File: src/rtl/core/stl_pkg.sv
// Shared types, constants and helper functions for the script token lexer.
// Has no dependencies. The interfaces, the top level and the checker use it.
`default_nettype none

package stl_pkg;

    localparam int OFFSET_BITS   = 24;
    localparam int LEN_BITS      = OFFSET_BITS + 1;
    localparam int KEYWORD_BYTES = 6;
    localparam int KW_BITS       = 8 * KEYWORD_BYTES;
    localparam int ICOUNT_BITS   = $clog2(KEYWORD_BYTES + 2);
    localparam int FIELD_BITS    = 24;
    localparam int LINE_BITS     = 24;
    localparam int KIND_BITS     = 6;
    localparam int CHAR_BITS     = 8;
    localparam int MAX_RESULTS   = 3;
    localparam int SLOT_BITS     = $clog2(MAX_RESULTS);
    localparam int CAND_COUNT    = 4;
    localparam int KW_COUNT      = 13;

    localparam logic [OFFSET_BITS-1:0] OFFSET_MAX = '1;
    localparam logic [LINE_BITS-1:0]   LINE_MAX   = '1;

    typedef logic [KIND_BITS-1:0] kind_t;
    typedef logic [CHAR_BITS-1:0] char_t;

    localparam kind_t K_LPAREN     = 6'd0;
    localparam kind_t K_RPAREN     = 6'd1;
    localparam kind_t K_LBRACE     = 6'd2;
    localparam kind_t K_RBRACE     = 6'd3;
    localparam kind_t K_SEMICOLON  = 6'd4;
    localparam kind_t K_COMMA      = 6'd5;
    localparam kind_t K_DOT        = 6'd6;
    localparam kind_t K_MINUS      = 6'd7;
    localparam kind_t K_PLUS       = 6'd8;
    localparam kind_t K_SLASH      = 6'd9;
    localparam kind_t K_STAR       = 6'd10;
    localparam kind_t K_BANG       = 6'd11;
    localparam kind_t K_EQUAL      = 6'd13;
    localparam kind_t K_LESS       = 6'd15;
    localparam kind_t K_GREATER    = 6'd17;
    localparam kind_t K_IDENT      = 6'd19;
    localparam kind_t K_STRING     = 6'd20;
    localparam kind_t K_NUMBER     = 6'd21;
    localparam kind_t K_KW_FIRST   = 6'd22;
    localparam kind_t K_ERROR      = 6'd35;
    localparam kind_t K_END        = 6'd36;

    localparam logic ERR_UNEXPECTED   = 1'b0;
    localparam logic ERR_UNTERMINATED = 1'b1;

    localparam char_t CH_TAB        = 8'h09;
    localparam char_t CH_LF         = 8'h0A;
    localparam char_t CH_CR         = 8'h0D;
    localparam char_t CH_SPACE      = 8'h20;
    localparam char_t CH_BANG       = 8'h21;
    localparam char_t CH_QUOTE      = 8'h22;
    localparam char_t CH_LPAREN     = 8'h28;
    localparam char_t CH_RPAREN     = 8'h29;
    localparam char_t CH_STAR       = 8'h2A;
    localparam char_t CH_PLUS       = 8'h2B;
    localparam char_t CH_COMMA      = 8'h2C;
    localparam char_t CH_MINUS      = 8'h2D;
    localparam char_t CH_DOT        = 8'h2E;
    localparam char_t CH_SLASH      = 8'h2F;
    localparam char_t CH_SEMICOLON  = 8'h3B;
    localparam char_t CH_LESS       = 8'h3C;
    localparam char_t CH_EQUAL      = 8'h3D;
    localparam char_t CH_GREATER    = 8'h3E;
    localparam char_t CH_UNDERSCORE = 8'h5F;
    localparam char_t CH_LBRACE     = 8'h7B;
    localparam char_t CH_RBRACE     = 8'h7D;

    typedef enum logic [3:0] {
        MODE_IDLE,
        MODE_IDENT,
        MODE_NUMBER,
        MODE_STRING,
        MODE_COMMENT,
        MODE_OP
    } mode_t;

    typedef enum logic [2:0] {
        OP_NONE,
        OP_BANG,
        OP_EQUAL,
        OP_LESS,
        OP_GREATER,
        OP_SLASH
    } pend_t;

    typedef struct packed {
        kind_t                 kind;
        logic [FIELD_BITS-1:0] start;
        logic [FIELD_BITS-1:0] length;
        logic [LINE_BITS-1:0]  line;
        logic                  err;
        logic                  last;
    } result_t;

    // Keyword text with the first byte in the low byte lane, zero padded.
    localparam logic [KW_BITS-1:0] KW_TEXT [KW_COUNT] = '{
        KW_BITS'(48'h0000_0064_6E61),   // and
        KW_BITS'(48'h0000_6573_6C65),   // else
        KW_BITS'(48'h0065_736C_6166),   // false
        KW_BITS'(48'h0000_0072_6F66),   // for
        KW_BITS'(48'h0000_006E_7566),   // fun
        KW_BITS'(48'h0000_0000_6669),   // if
        KW_BITS'(48'h0000_006C_696E),   // nil
        KW_BITS'(48'h0000_0000_726F),   // or
        KW_BITS'(48'h0074_6E69_7270),   // print
        KW_BITS'(48'h6E72_7574_6572),   // return
        KW_BITS'(48'h0000_6575_7274),   // true
        KW_BITS'(48'h0000_0072_6176),   // var
        KW_BITS'(48'h0065_6C69_6877)    // while
    };

    localparam int KW_LEN [KW_COUNT] = '{3, 4, 5, 3, 3, 2, 3, 2, 5, 6, 4, 3, 5};

    function automatic logic is_alpha(input char_t c);
        return (c >= 8'h61 && c <= 8'h7A) || (c >= 8'h41 && c <= 8'h5A) ||
               (c == CH_UNDERSCORE);
    endfunction

    function automatic logic is_digit(input char_t c);
        return (c >= 8'h30 && c <= 8'h39);
    endfunction

    function automatic kind_t single_kind(input pend_t op);
        kind_t k;
        unique case (op)
            OP_BANG:    k = K_BANG;
            OP_EQUAL:   k = K_EQUAL;
            OP_LESS:    k = K_LESS;
            OP_GREATER: k = K_GREATER;
            default:    k = K_SLASH;
        endcase
        return k;
    endfunction

    function automatic kind_t keyword_kind(input logic [KW_BITS-1:0]     prefix,
                                           input logic [ICOUNT_BITS-1:0] count);
        kind_t k;
        k = K_IDENT;
        for (int i = 0; i < KW_COUNT; i++) begin
            if (count == ICOUNT_BITS'(KW_LEN[i]) && prefix == KW_TEXT[i]) begin
                k = KIND_BITS'(int'(K_KW_FIRST) + i);
            end
        end
        return k;
    endfunction

    // Token length as a cursor difference, folded into the output field.
    function automatic logic [FIELD_BITS-1:0] span(input logic [LEN_BITS-1:0]    stop,
                                                   input logic [OFFSET_BITS-1:0] from);
        logic [LEN_BITS-1:0] diff;
        diff = stop - LEN_BITS'(from);
        return FIELD_BITS'(diff);
    endfunction

endpackage

`default_nettype wire

File: src/rtl/core/stl_in_if.sv
// Source byte channel of the script token lexer: valid/ready plus payload.
// Depends on stl_pkg for the field widths.
`default_nettype none

interface stl_in_if;
    logic                   valid;
    logic                   ready;
    logic [stl_pkg::CHAR_BITS-1:0] ch;
    logic                   has_char;
    logic                   last;

    modport source (output valid, ch, has_char, last, input ready);
    modport sink   (input valid, ch, has_char, last, output ready);
endinterface

`default_nettype wire

File: src/rtl/core/stl_out_if.sv
// Token channel of the script token lexer: valid/ready plus payload.
// Depends on stl_pkg for the field widths and the kind type.
`default_nettype none

interface stl_out_if;
    logic                            valid;
    logic                            ready;
    stl_pkg::kind_t                  token_kind;
    logic [stl_pkg::FIELD_BITS-1:0]  start_offset;
    logic [stl_pkg::FIELD_BITS-1:0]  length;
    logic [stl_pkg::LINE_BITS-1:0]   line_number;
    logic                            error_code;
    logic                            last_result;

    modport source (output valid, token_kind, start_offset, length, line_number,
                    error_code, last_result, input ready);
    modport sink   (input valid, token_kind, start_offset, length, line_number,
                    error_code, last_result, output ready);
endinterface

`default_nettype wire

File: src/rtl/core/script_token_lexer.sv
// Top level of the streaming script token lexer.
// Depends on stl_pkg, stl_in_if and stl_out_if.
//
//   Channel  Modport       Payload                                      Role
//   chars    stl_in_if     ch, has_char, last                           source bytes in
//   tokens   stl_out_if    token_kind, start_offset, length,            tokens out
//                          line_number, error_code, last_result
//
// One byte is taken per cycle; the scan state updates at the same edge and the
// tokens it causes (zero to three) land in a three-entry result buffer.
// The buffer drains one token per cycle as the sink allows, so a byte with n > 1
// tokens holds off input until one is left; 0- and 1-token bytes keep full rate.
// A new byte is taken while the final buffered token is being handed off.
// Reset returns the scanner to the start of a new source and empties the buffer.
`default_nettype none

module script_token_lexer (
    input  logic       clk,
    input  logic       rst_n,
    stl_in_if.sink     chars,
    stl_out_if.source  tokens
);

    stl_pkg::mode_t                      mode_reg,   mode_mid,   mode_next;
    stl_pkg::pend_t                      pend_reg,   pend_mid,   pend_next;
    logic [stl_pkg::OFFSET_BITS-1:0]     start_reg,  start_mid,  start_next;
    logic [stl_pkg::OFFSET_BITS-1:0]     cursor_reg, cursor_mid, cursor_next;
    logic [stl_pkg::LINE_BITS-1:0]       line_reg,   line_mid,   line_next;
    logic [stl_pkg::KW_BITS-1:0]         prefix_reg, prefix_mid, prefix_next;
    logic [stl_pkg::ICOUNT_BITS-1:0]     icount_reg, icount_mid, icount_next;

    stl_pkg::result_t                    slot_reg [stl_pkg::MAX_RESULTS];
    stl_pkg::result_t                    slot_next [stl_pkg::MAX_RESULTS];
    logic [stl_pkg::SLOT_BITS-1:0]       head_reg;
    logic [stl_pkg::SLOT_BITS-1:0]       rem_reg;
    logic [stl_pkg::SLOT_BITS-1:0]       rem_next;

    stl_pkg::result_t                    cand [stl_pkg::CAND_COUNT];
    logic [stl_pkg::CAND_COUNT-1:0]      cand_v;
    logic [2:0]                          fill;

    stl_pkg::char_t                      b;
    logic                                alnum;
    logic                                restart;
    logic                                in_fire;
    logic                                out_fire;

    assign b        = chars.ch;
    assign alnum    = stl_pkg::is_alpha(b) || stl_pkg::is_digit(b);
    assign out_fire = tokens.valid && tokens.ready;
    assign in_fire  = chars.valid && chars.ready;

    // The buffer may be refilled when empty or when its last token leaves now.
    assign chars.ready = (rem_reg == '0) ||
                         (rem_reg == stl_pkg::SLOT_BITS'(1) && tokens.ready);

    // Next scan state: first the effect of the byte, then the end-of-source reset.
    always_comb
    begin
        mode_mid   = mode_reg;
        pend_mid   = pend_reg;
        start_mid  = start_reg;
        cursor_mid = cursor_reg;
        line_mid   = line_reg;
        prefix_mid = prefix_reg;
        icount_mid = icount_reg;
        restart    = 1'b0;

        if (chars.has_char)
        begin
            unique case (mode_reg)
                stl_pkg::MODE_IDLE:
                begin
                    restart = 1'b1;
                end
                stl_pkg::MODE_IDENT:
                begin
                    if (alnum)
                    begin
                        for (int i = 0; i < stl_pkg::KEYWORD_BYTES; i++)
                        begin
                            if (icount_reg == stl_pkg::ICOUNT_BITS'(i))
                            begin
                                prefix_mid[i*8 +: 8] = b;
                            end
                        end
                        if (icount_reg <= stl_pkg::ICOUNT_BITS'(stl_pkg::KEYWORD_BYTES))
                        begin
                            icount_mid = icount_reg + stl_pkg::ICOUNT_BITS'(1);
                        end
                    end
                    else
                    begin
                        restart = 1'b1;
                    end
                end
                stl_pkg::MODE_NUMBER:
                begin
                    restart = !stl_pkg::is_digit(b);
                end
                stl_pkg::MODE_STRING:
                begin
                    if (b == stl_pkg::CH_QUOTE)
                    begin
                        mode_mid = stl_pkg::MODE_IDLE;
                    end
                    else if (b == stl_pkg::CH_LF && line_reg != stl_pkg::LINE_MAX)
                    begin
                        line_mid = line_reg + stl_pkg::LINE_BITS'(1);
                    end
                end
                stl_pkg::MODE_COMMENT:
                begin
                    restart = (b == stl_pkg::CH_LF);
                end
                stl_pkg::MODE_OP:
                begin
                    pend_mid = stl_pkg::OP_NONE;
                    if (pend_reg == stl_pkg::OP_SLASH && b == stl_pkg::CH_SLASH)
                    begin
                        mode_mid = stl_pkg::MODE_COMMENT;
                    end
                    else if (pend_reg != stl_pkg::OP_SLASH && b == stl_pkg::CH_EQUAL)
                    begin
                        mode_mid = stl_pkg::MODE_IDLE;
                    end
                    else
                    begin
                        restart = 1'b1;
                    end
                end
                default:
                begin
                    restart = 1'b1;
                end
            endcase

            // The byte that ends a token starts whatever follows it.
            if (restart)
            begin
                mode_mid = stl_pkg::MODE_IDLE;
                pend_mid = stl_pkg::OP_NONE;
                case (b) inside
                    stl_pkg::CH_LF:
                    begin
                        if (line_reg != stl_pkg::LINE_MAX)
                        begin
                            line_mid = line_reg + stl_pkg::LINE_BITS'(1);
                        end
                    end
                    stl_pkg::CH_BANG:
                    begin
                        mode_mid  = stl_pkg::MODE_OP;
                        pend_mid  = stl_pkg::OP_BANG;
                        start_mid = cursor_reg;
                    end
                    stl_pkg::CH_EQUAL:
                    begin
                        mode_mid  = stl_pkg::MODE_OP;
                        pend_mid  = stl_pkg::OP_EQUAL;
                        start_mid = cursor_reg;
                    end
                    stl_pkg::CH_LESS:
                    begin
                        mode_mid  = stl_pkg::MODE_OP;
                        pend_mid  = stl_pkg::OP_LESS;
                        start_mid = cursor_reg;
                    end
                    stl_pkg::CH_GREATER:
                    begin
                        mode_mid  = stl_pkg::MODE_OP;
                        pend_mid  = stl_pkg::OP_GREATER;
                        start_mid = cursor_reg;
                    end
                    stl_pkg::CH_SLASH:
                    begin
                        mode_mid  = stl_pkg::MODE_OP;
                        pend_mid  = stl_pkg::OP_SLASH;
                        start_mid = cursor_reg;
                    end
                    stl_pkg::CH_QUOTE:
                    begin
                        mode_mid  = stl_pkg::MODE_STRING;
                        start_mid = cursor_reg;
                    end
                    default:
                    begin
                        if (stl_pkg::is_alpha(b))
                        begin
                            mode_mid   = stl_pkg::MODE_IDENT;
                            start_mid  = cursor_reg;
                            prefix_mid = stl_pkg::KW_BITS'(b);
                            icount_mid = stl_pkg::ICOUNT_BITS'(1);
                        end
                        else if (stl_pkg::is_digit(b))
                        begin
                            mode_mid  = stl_pkg::MODE_NUMBER;
                            start_mid = cursor_reg;
                        end
                    end
                endcase
            end

            if (cursor_reg != stl_pkg::OFFSET_MAX)
            begin
                cursor_mid = cursor_reg + stl_pkg::OFFSET_BITS'(1);
            end
        end

        if (chars.last)
        begin
            mode_next   = stl_pkg::MODE_IDLE;
            pend_next   = stl_pkg::OP_NONE;
            start_next  = '0;
            cursor_next = '0;
            line_next   = stl_pkg::LINE_BITS'(1);
            prefix_next = '0;
            icount_next = '0;
        end
        else
        begin
            mode_next   = mode_mid;
            pend_next   = pend_mid;
            start_next  = start_mid;
            cursor_next = cursor_mid;
            line_next   = line_mid;
            prefix_next = prefix_mid;
            icount_next = icount_mid;
        end
    end

    // Tokens caused by the byte, in order: the token it closes, the token it
    // starts and completes, the token flushed at end of source, the end token.
    always_comb
    begin
        for (int i = 0; i < stl_pkg::CAND_COUNT; i++)
        begin
            cand[i] = '0;
        end
        cand_v = '0;

        cand[0].line  = line_reg;
        cand[0].start = stl_pkg::FIELD_BITS'(start_reg);
        if (chars.has_char)
        begin
            unique case (mode_reg)
                stl_pkg::MODE_IDENT:
                begin
                    cand_v[0]      = !alnum;
                    cand[0].kind   = stl_pkg::keyword_kind(prefix_reg, icount_reg);
                    cand[0].length = stl_pkg::span(stl_pkg::LEN_BITS'(cursor_reg), start_reg);
                end
                stl_pkg::MODE_NUMBER:
                begin
                    cand_v[0]      = !stl_pkg::is_digit(b);
                    cand[0].kind   = stl_pkg::K_NUMBER;
                    cand[0].length = stl_pkg::span(stl_pkg::LEN_BITS'(cursor_reg), start_reg);
                end
                stl_pkg::MODE_STRING:
                begin
                    cand_v[0]      = (b == stl_pkg::CH_QUOTE);
                    cand[0].kind   = stl_pkg::K_STRING;
                    cand[0].length = stl_pkg::span(stl_pkg::LEN_BITS'(cursor_reg) +
                                                   stl_pkg::LEN_BITS'(1), start_reg);
                end
                stl_pkg::MODE_OP:
                begin
                    if (pend_reg == stl_pkg::OP_SLASH)
                    begin
                        cand_v[0]      = (b != stl_pkg::CH_SLASH);
                        cand[0].kind   = stl_pkg::K_SLASH;
                        cand[0].length = stl_pkg::FIELD_BITS'(1);
                    end
                    else if (b == stl_pkg::CH_EQUAL)
                    begin
                        cand_v[0]      = 1'b1;
                        cand[0].kind   = stl_pkg::single_kind(pend_reg) +
                                         stl_pkg::KIND_BITS'(1);
                        cand[0].length = stl_pkg::FIELD_BITS'(2);
                    end
                    else
                    begin
                        cand_v[0]      = 1'b1;
                        cand[0].kind   = stl_pkg::single_kind(pend_reg);
                        cand[0].length = stl_pkg::FIELD_BITS'(1);
                    end
                end
                default:
                begin
                    cand_v[0] = 1'b0;
                end
            endcase
        end

        cand[1].line   = line_reg;
        cand[1].start  = stl_pkg::FIELD_BITS'(cursor_reg);
        cand[1].length = stl_pkg::FIELD_BITS'(1);
        cand[1].err    = stl_pkg::ERR_UNEXPECTED;
        if (restart)
        begin
            cand_v[1] = 1'b1;
            case (b) inside
                stl_pkg::CH_LPAREN:    cand[1].kind = stl_pkg::K_LPAREN;
                stl_pkg::CH_RPAREN:    cand[1].kind = stl_pkg::K_RPAREN;
                stl_pkg::CH_LBRACE:    cand[1].kind = stl_pkg::K_LBRACE;
                stl_pkg::CH_RBRACE:    cand[1].kind = stl_pkg::K_RBRACE;
                stl_pkg::CH_SEMICOLON: cand[1].kind = stl_pkg::K_SEMICOLON;
                stl_pkg::CH_COMMA:     cand[1].kind = stl_pkg::K_COMMA;
                stl_pkg::CH_DOT:       cand[1].kind = stl_pkg::K_DOT;
                stl_pkg::CH_MINUS:     cand[1].kind = stl_pkg::K_MINUS;
                stl_pkg::CH_PLUS:      cand[1].kind = stl_pkg::K_PLUS;
                stl_pkg::CH_STAR:      cand[1].kind = stl_pkg::K_STAR;
                stl_pkg::CH_SPACE, stl_pkg::CH_CR, stl_pkg::CH_TAB, stl_pkg::CH_LF,
                stl_pkg::CH_BANG, stl_pkg::CH_EQUAL, stl_pkg::CH_LESS,
                stl_pkg::CH_GREATER, stl_pkg::CH_SLASH, stl_pkg::CH_QUOTE:
                begin
                    cand_v[1] = 1'b0;
                end
                default:
                begin
                    cand_v[1]    = !alnum;
                    cand[1].kind = stl_pkg::K_ERROR;
                end
            endcase
        end

        cand[2].line  = line_mid;
        cand[2].start = stl_pkg::FIELD_BITS'(start_mid);
        if (chars.last)
        begin
            unique case (mode_mid)
                stl_pkg::MODE_IDENT:
                begin
                    cand_v[2]      = 1'b1;
                    cand[2].kind   = stl_pkg::keyword_kind(prefix_mid, icount_mid);
                    cand[2].length = stl_pkg::span(stl_pkg::LEN_BITS'(cursor_mid), start_mid);
                end
                stl_pkg::MODE_NUMBER:
                begin
                    cand_v[2]      = 1'b1;
                    cand[2].kind   = stl_pkg::K_NUMBER;
                    cand[2].length = stl_pkg::span(stl_pkg::LEN_BITS'(cursor_mid), start_mid);
                end
                stl_pkg::MODE_STRING:
                begin
                    cand_v[2]      = 1'b1;
                    cand[2].kind   = stl_pkg::K_ERROR;
                    cand[2].err    = stl_pkg::ERR_UNTERMINATED;
                    cand[2].length = stl_pkg::span(stl_pkg::LEN_BITS'(cursor_mid), start_mid);
                end
                stl_pkg::MODE_OP:
                begin
                    cand_v[2]      = 1'b1;
                    cand[2].kind   = stl_pkg::single_kind(pend_mid);
                    cand[2].length = stl_pkg::FIELD_BITS'(1);
                end
                default:
                begin
                    cand_v[2] = 1'b0;
                end
            endcase
        end

        cand_v[3]      = chars.last;
        cand[3].kind   = stl_pkg::K_END;
        cand[3].start  = stl_pkg::FIELD_BITS'(cursor_mid);
        cand[3].length = '0;
        cand[3].line   = line_mid;

        // Pack the present tokens into the buffer, oldest first.
        for (int i = 0; i < stl_pkg::MAX_RESULTS; i++)
        begin
            slot_next[i] = '0;
        end
        fill = '0;
        for (int i = 0; i < stl_pkg::CAND_COUNT; i++)
        begin
            if (cand_v[i] && fill < 3'(stl_pkg::MAX_RESULTS))
            begin
                slot_next[fill[stl_pkg::SLOT_BITS-1:0]] = cand[i];
                fill = fill + 3'd1;
            end
        end
        rem_next = fill[stl_pkg::SLOT_BITS-1:0];
        if (fill != '0)
        begin
            slot_next[rem_next - stl_pkg::SLOT_BITS'(1)].last = 1'b1;
        end
    end

    always_ff @(posedge clk or negedge rst_n)
    begin
        if (!rst_n)
        begin
            mode_reg   <= stl_pkg::MODE_IDLE;
            pend_reg   <= stl_pkg::OP_NONE;
            start_reg  <= '0;
            cursor_reg <= '0;
            line_reg   <= stl_pkg::LINE_BITS'(1);
            prefix_reg <= '0;
            icount_reg <= '0;
        end
        else if (in_fire)
        begin
            mode_reg   <= mode_next;
            pend_reg   <= pend_next;
            start_reg  <= start_next;
            cursor_reg <= cursor_next;
            line_reg   <= line_next;
            prefix_reg <= prefix_next;
            icount_reg <= icount_next;
        end
    end

    always_ff @(posedge clk or negedge rst_n)
    begin
        if (!rst_n)
        begin
            head_reg <= '0;
            rem_reg  <= '0;
        end
        else if (in_fire)
        begin
            head_reg <= '0;
            rem_reg  <= rem_next;
        end
        else if (out_fire)
        begin
            head_reg <= head_reg + stl_pkg::SLOT_BITS'(1);
            rem_reg  <= rem_reg - stl_pkg::SLOT_BITS'(1);
        end
    end

    always_ff @(posedge clk)
    begin
        if (in_fire)
        begin
            slot_reg <= slot_next;
        end
    end

    assign tokens.valid        = (rem_reg != '0);
    assign tokens.token_kind   = slot_reg[head_reg].kind;
    assign tokens.start_offset = slot_reg[head_reg].start;
    assign tokens.length       = slot_reg[head_reg].length;
    assign tokens.line_number  = slot_reg[head_reg].line;
    assign tokens.error_code   = slot_reg[head_reg].err;
    assign tokens.last_result  = slot_reg[head_reg].last;

endmodule

`default_nettype wire

File: src/flat_wrapper.sv
// flat-port wrapper written by rule: the top's interface ports become plain ports
module script_token_lexer_flat 
  (clk, rst_n, chars_valid, chars_ch, chars_has_char, chars_last, chars_ready, tokens_valid, tokens_token_kind, tokens_start_offset, tokens_length, tokens_line_number, tokens_error_code, tokens_last_result, tokens_ready);
  stl_in_if chars_i ();
  stl_out_if tokens_i ();
  input  logic clk;
  input  logic rst_n;
  input wire logic [$bits(chars_i.valid)-1:0] chars_valid;
  input wire logic [$bits(chars_i.ch)-1:0] chars_ch;
  input wire logic [$bits(chars_i.has_char)-1:0] chars_has_char;
  input wire logic [$bits(chars_i.last)-1:0] chars_last;
  output wire logic [$bits(chars_i.ready)-1:0] chars_ready;
  output wire logic [$bits(tokens_i.valid)-1:0] tokens_valid;
  output wire logic [$bits(tokens_i.token_kind)-1:0] tokens_token_kind;
  output wire logic [$bits(tokens_i.start_offset)-1:0] tokens_start_offset;
  output wire logic [$bits(tokens_i.length)-1:0] tokens_length;
  output wire logic [$bits(tokens_i.line_number)-1:0] tokens_line_number;
  output wire logic [$bits(tokens_i.error_code)-1:0] tokens_error_code;
  output wire logic [$bits(tokens_i.last_result)-1:0] tokens_last_result;
  input wire logic [$bits(tokens_i.ready)-1:0] tokens_ready;
  assign chars_i.valid = chars_valid;
  assign chars_i.ch = chars_ch;
  assign chars_i.has_char = chars_has_char;
  assign chars_i.last = chars_last;
  assign chars_ready = chars_i.ready;
  assign tokens_valid = tokens_i.valid;
  assign tokens_token_kind = tokens_i.token_kind;
  assign tokens_start_offset = tokens_i.start_offset;
  assign tokens_length = tokens_i.length;
  assign tokens_line_number = tokens_i.line_number;
  assign tokens_error_code = tokens_i.error_code;
  assign tokens_last_result = tokens_i.last_result;
  assign tokens_i.ready = tokens_ready;
  script_token_lexer u_core (.clk(clk), .rst_n(rst_n), .chars(chars_i), .tokens(tokens_i));
endmodule
File: config.mk
export PLATFORM = sky130hd
export DESIGN_NAME = script_token_lexer_flat
export DESIGN_NICKNAME = d
export VERILOG_FILES = /design/src/rtl/core/stl_pkg.sv /design/src/rtl/core/stl_in_if.sv /design/src/rtl/core/stl_out_if.sv /design/src/rtl/core/script_token_lexer.sv /design/src/flat_wrapper.sv
export SDC_FILE = /design/constraint.sdc
export NUM_CORES = 1
export LEC_CHECK = 0
export BUFFER_PORTS_ARGS = -buffer_cell sky130_fd_sc_hd__buf_2
export CAP_MARGIN = 40
export CELL_PAD_IN_SITES_DETAIL_PLACEMENT = 1
export CELL_PAD_IN_SITES_GLOBAL_PLACEMENT = 1
export CORE_ASPECT_RATIO = 0.5
export CORE_MARGIN = 4
export CORE_UTILIZATION = 44
export CTS_CLUSTER_DIAMETER = 50
export DETAILED_ROUTE_END_ITERATION = 12
export PLACE_DENSITY_LB_ADDON = 0.12
export SYNTH_ARGS = -nofsm -noshare
export SYNTH_HDL_FRONTEND = slang
export SYNTH_SLANG_ARGS = --single-unit
File: constraint.sdc
create_clock -name clk -period 8.6 [get_ports clk]
set_input_delay 0.86 -clock clk [delete_from_list [all_inputs] [get_ports clk]]
set_output_delay 0.86 -clock clk [all_outputs]
set_load 0.01 [all_outputs]
# ---- Word-level counts from Yosys, hierarchy flattened
# Index checks and enable logic that the tools add are counted.
dict set report classes {
  n_addsub 14
  mul 0
  div 0
  order_cmp 19
  eq_ne 81
  shift 0
  n_mux 191
  n_bitwise 5
  n_reduce_logical 57
}
# cell n
set ops {}
lappend ops {{$bwmux 240} 4}
lappend ops {{$mux 240} 4}
lappend ops {{$demux 80 s2} 4}
lappend ops {{$mux 24} 26}
lappend ops {{$mux 48} 13}
lappend ops {{$eq 48x23->1 const B} 10}
lappend ops {{$mux 80} 6}
lappend ops {{$eq 48x39->1 const B} 6}
lappend ops {{$eq 48x15->1 const B} 4}
lappend ops {{$eq 48x31->1 const B} 4}
lappend ops {{$bmux 80 s2} 1}
lappend ops {{$mux 6} 26}
lappend ops {{$eq 8x6->1 const B} 15}
lappend ops {{$mux 4} 30}
lappend ops {{$eq 48x47->1 const B} 2}
lappend ops {{$mux 3} 31}
lappend ops {{$add 24x1->24 const B} 3}
lappend ops {{$pmux 24 s3} 1}
lappend ops {{$sub 24x24->24} 3}
lappend ops {{$mux 8} 6}
lappend ops {{$ne 24x24->1 const B} 2}
lappend ops {{$pmux 24 s2} 1}
lappend ops {{$pmux 6 s4} 2}
lappend ops {{$logic_and 1x1->1} 42}
lappend ops {{other kinds (43)} 121}
dict set report totals {
  register_bits 374
  latchBits 0
  ram_bits 0
  romBits 0
  input_bits 14
  memories 0
}

# ---- Longest topological paths before layout
dict set report logic_depth {
  depth_word 40
  mapped_depth 28
}

# ---- Least setup slack after synthesis
# OpenSTA, ideal clock, no wires.
dict set report synth_timing {
  path_type {input -> register}
  start {input tokens_ready}
  end {register u_core.slot_reg[0] (netlist bit) (enable)}
  arrival_time_ns 8.009
  t_required_ns 7.902
  setup_slack_ns -0.107
  path_stages 5
  path_buffers 1
  path_cell_list {nand2_1 > nand2_1 > nand2_1 > inv_2 > clkbuf_1}
}
dict set report synth_via {
  elab_chain_cells 3
}
# item line_no
set synth_rtl {}
lappend synth_rtl {{from (decl)} flat_wrapper.sv:20} ;# input wire logic [$bits(tokens_i.ready)-1:0] tokens_ready;
lappend synth_rtl {{$logic_and 1x1->1} script_token_lexer.sv:55} ;# (rem_reg == stl_pkg::SLOT_BITS'(1) && tokens.ready);
lappend synth_rtl {{$logic_or 1x1->1} script_token_lexer.sv:54} ;# assign chars.ready = (rem_reg == '0) ||
lappend synth_rtl {{named net chars_ready} flat_wrapper.sv:12} ;# output wire logic [$bits(chars_i.ready)-1:0] chars_ready;
lappend synth_rtl {{$logic_and 1x1->1} script_token_lexer.sv:51} ;# assign in_fire = chars.valid && chars.ready;
lappend synth_rtl {{named net u_core.in_fire} script_token_lexer.sv:45} ;# logic in_fire;
lappend synth_rtl {{to (signal assigned)} script_token_lexer.sv:438} ;# slot_reg <= slot_next;
lappend synth_rtl {{to (decl)} script_token_lexer.sv:32} ;# stl_pkg::result_t slot_reg [stl_pkg::MAX_RESULTS];
# The timed path passes the listed nets, and every way through them passes these cells.
# A chain may end at the register's enable or synchronous reset.

==> results_dict.tcl <==
set metrics [dict create \
    worstMarginPinSlew_ns 1.04 \
    slew_headroom_pct 30.7 \
    grt_pass1_wl_um 161000 \
    num_rows 62 \
    avgSynthCellArea_um2 8.84 \
    synth_nets 3070 \
    antenna_left 0 \
    ys_ff_latch 374 \
    cap_viol_max_count 0 \
    grt_overflow_total 0 \
    synth_edf_count 240 \
    nFillCells 6737 \
    p_switching_mw 4.92 \
    ys_seq_area_share_pct 40.6 \
    clock_path_buffers 3 \
    grt_max_degree 166 \
    insertion_delay_ns 0.60 \
    worst_setup_path_end_kind "register" \
    clockPowerShare_pct 18.9 \
    die_x_um 352 \
    p_leak_nw 10.6 \
    grt_pass1_vias 25000 \
    critical_path_buf_inv_count 2 \
    synthArstFlopShare_pct 35.8 \
    syn_area_um2 26000 \
    portBuffers 95 \
    yosys.area.top_type_share_pct 27.7 \
    drive_gt1_share_pct 9.75 \
    critPathTopFamily "compound AO/OA/AOI/OAI gates" \
    drc 0 \
    hold_viol_final 0 \
    synth.area.top_cells "edfxtp_1, dfrtp_1, o21ai_0" \
    r2r_cells 20 \
    ys.flop_type "edfxtp_1" \
    start_kind "input pin" \
    die_area_um2 63300 \
    dieHeight_um 180 \
    tns_ns 0 \
    crit_slowest_cell "a31oi_1" \
    pin_count 96 \
    initial_core_util_pct 44.9 \
    critPathMaxStageDelay_ns 0.58 \
    regArea_um2 10600 \
    setup_slack_ns 1.69 \
    slew_viol_final 0 \
    globalplace.congestion 0.966 \
    intPower_mw 5.43 \
    rsz0062_at_grt "false" \
    crit_chain "buf_2 -> o21ai_0 -> a2111o_1 -> a22o_1 -> a31oi_1 -> o31ai_4 -> buf_4 -> a21oi_1 -> ha_1 -> nor2b_1 -> o21ai_0 -> a21oi_1 -> o211ai_1 -> o311ai_0 -> nand2_1 -> o21ai_0 -> o41ai_1 -> o21bai_1 -> a21oi_1 -> xnor2_1 -> o221ai_1" \
    ctsHoldBuffers 0 \
    mostFrequentLayoutCells "nand2_1, o21ai_0, nor2_1, edfxtp_1, a21oi_1" \
    period_needed_ns 6.91 \
    core_area_um2 57900 \
    multi_input_area_um2 14300 \
    postCtsResizedCells 0 \
    drt-pass1-iter-count 6 \
    layout_commonest_cell "nand2_1" \
    critPathRequiredTime_ns 8.92 \
    rr_endpoint "u_core.slot_reg[209]" \
    yosysWarnings 0 \
    cts_inserted_buffers 43 \
    combPwrFrac_pct 54.2 \
    wl_per_cell_um 28.4 \
    min_path_type "input pin to async pin" \
    dp_hpwl_um 76900 \
    largest_register_ffs 240 \
    cts_setup_buffers 0 \
    cts_tree "yes" \
    netlist_instances 2945 \
    pre_cts_ws_ns 1.28 \
    initialDrtViolationCount 2703 \
    synthDistinctLibCells 98 \
    worstSetupPathType "input pin to register" \
    swShare_pct 47.5 \
    via_per_inst 6.60 \
    setup_viol 0 \
    critPathMaxFanout 50 \
    grt_use_total_pct 32.8 \
    clock_skew_ns 0.0163 \
    peakVddDrop_uv 187 \
    htreeDepth 2 \
    cts.sink_count 374 \
    finalCritPeriodShare_pct 80.3 \
    vias 24900 \
    area_growth_pct 10.6 \
    antenna_found_initial 3 \
    p_per_area_nw_per_um2 360 \
    crit_path_start "chars_ch[3]" \
    critPathArrivalTime_ns 7.23 \
    fmax_mhz 145 \
    cp_num_cells 21 \
    status "finished clean" \
    cts-root-buf "clkbuf_16" \
    synth_top_area_cell "edfxtp_1" \
    clk_pin_slew_ns 0.07 \
    regToRegSetupSlack_ns 2.05 \
    cp-endpoint "u_core.slot_reg[209]" \
    r2r_start "u_core.mode_reg[2]" \
    nets 3094 \
    power_frac_seq_pct 26.9 \
    totalWireLength_um 107000 \
]
==> logic make-up after synthesis <==
group | synth area share, %
compound gates | 21.1
xor+xnor | 3.23
fa+ha+maj | 6.03
buf+inv | 4.66
flops | 40.6
mux | 4.19
simple gates | 20.2
==> cell usage after synthesis (9+ instances only) <==
cell	number
nand2_1	355
o21ai_0	279
nor2_1	250
edfxtp_1	240
a21oi_1	181
clkbuf_1	156
inv_1	136
dfrtp_1	133
mux2i_1	100
ha_1	87
nand3_1	87
o22ai_1	77
xnor2_1	71
nor3_1	70
nand4_1	39
a22o_1	38
a22oi_1	36
nor2b_1	36
o31ai_1	31
a31oi_1	30
or3_1	29
and3_1	27
nor4_1	27
xor2_1	25
and2_1	24
fa_1	24
nand2b_1	24
a221oi_1	20
a21o_1	18
a211oi_1	17
or2_2	17
nand4b_1	15
or4_1	13
o211ai_1	12
o21ai_1	12
nor3b_1	10
o21bai_1	10
a221o_1	9
buf_2	9
==> per-layer routing <==
| layer | up-vias | wire (um) | GRT usage (%) |
|---|---|---|---|
| li1 | 10900 | - | - |
| met1 | 12700 | 47700 | 46.5 |
| met2 | 1021 | 47900 | 51.5 |
| met3 | 209 | 7770 | 5.03 |
| met4 | 2 | 3810 | 10.9 |
| met5 | - | 16 | 0 |
==> layout make-up <==
| class | instances | area share [%] |
|---|---|---|
| well taps | 768 | 3.34 |
| clock buffers | 49 | 3.92 |
| diodes | 2 | 0.0174 |
| multi-input cells | 2256 | 49.6 |
| flip-flops and latches | 374 | 36.7 |
| inverters | 139 | 1.84 |
| clock inverters | 31 | 1.11 |
| repair buffers | 155 | 3.44 |
==> metrics by stage <==
stage,cell area (um^2),power [mW],utilization (%),std cells,hold slack (ns)
after floorplan,26000,6.40,-,2945,0.456
after global placement,27200,8.18,47.0,3683,0.471
after detailed placement,27300,8.33,47.2,3692,0.487
after CTS,28800,10.3,49.7,3772,0.341
after global routing,28800,10.9,49.7,3772,0.367
final,28800,10.4,49.7,3774,0.317
==> worst min-delay path by stage <==
stage,from,endpoint,cells after the start
6_report,rst_n,u_core.start_reg[9],1
5_1_grt,rst_n,u_core.start_reg[9],1
3_5_place_dp,u_core.rem_reg[1],u_core.rem_reg[1],2
2_1_floorplan,u_core.rem_reg[1],u_core.rem_reg[1],2
4_1_cts,rst_n,u_core.start_reg[9],1
3_3_place_gp,u_core.rem_reg[1],u_core.rem_reg[1],2
==> power by group through the flow <==
stage	sequential (mW)	clock, mW	combinational (mW)
3_5_place_dp	2.81	0	5.52
2_1_floorplan	2.69	0	3.71
6_report	2.79	1.95	5.61
5_1_grt	2.83	2.07	6.04
4_1_cts	2.78	1.98	5.56
3_3_place_gp	2.79	0	5.40
No activity file was read; power rests on OpenSTA's default activity.
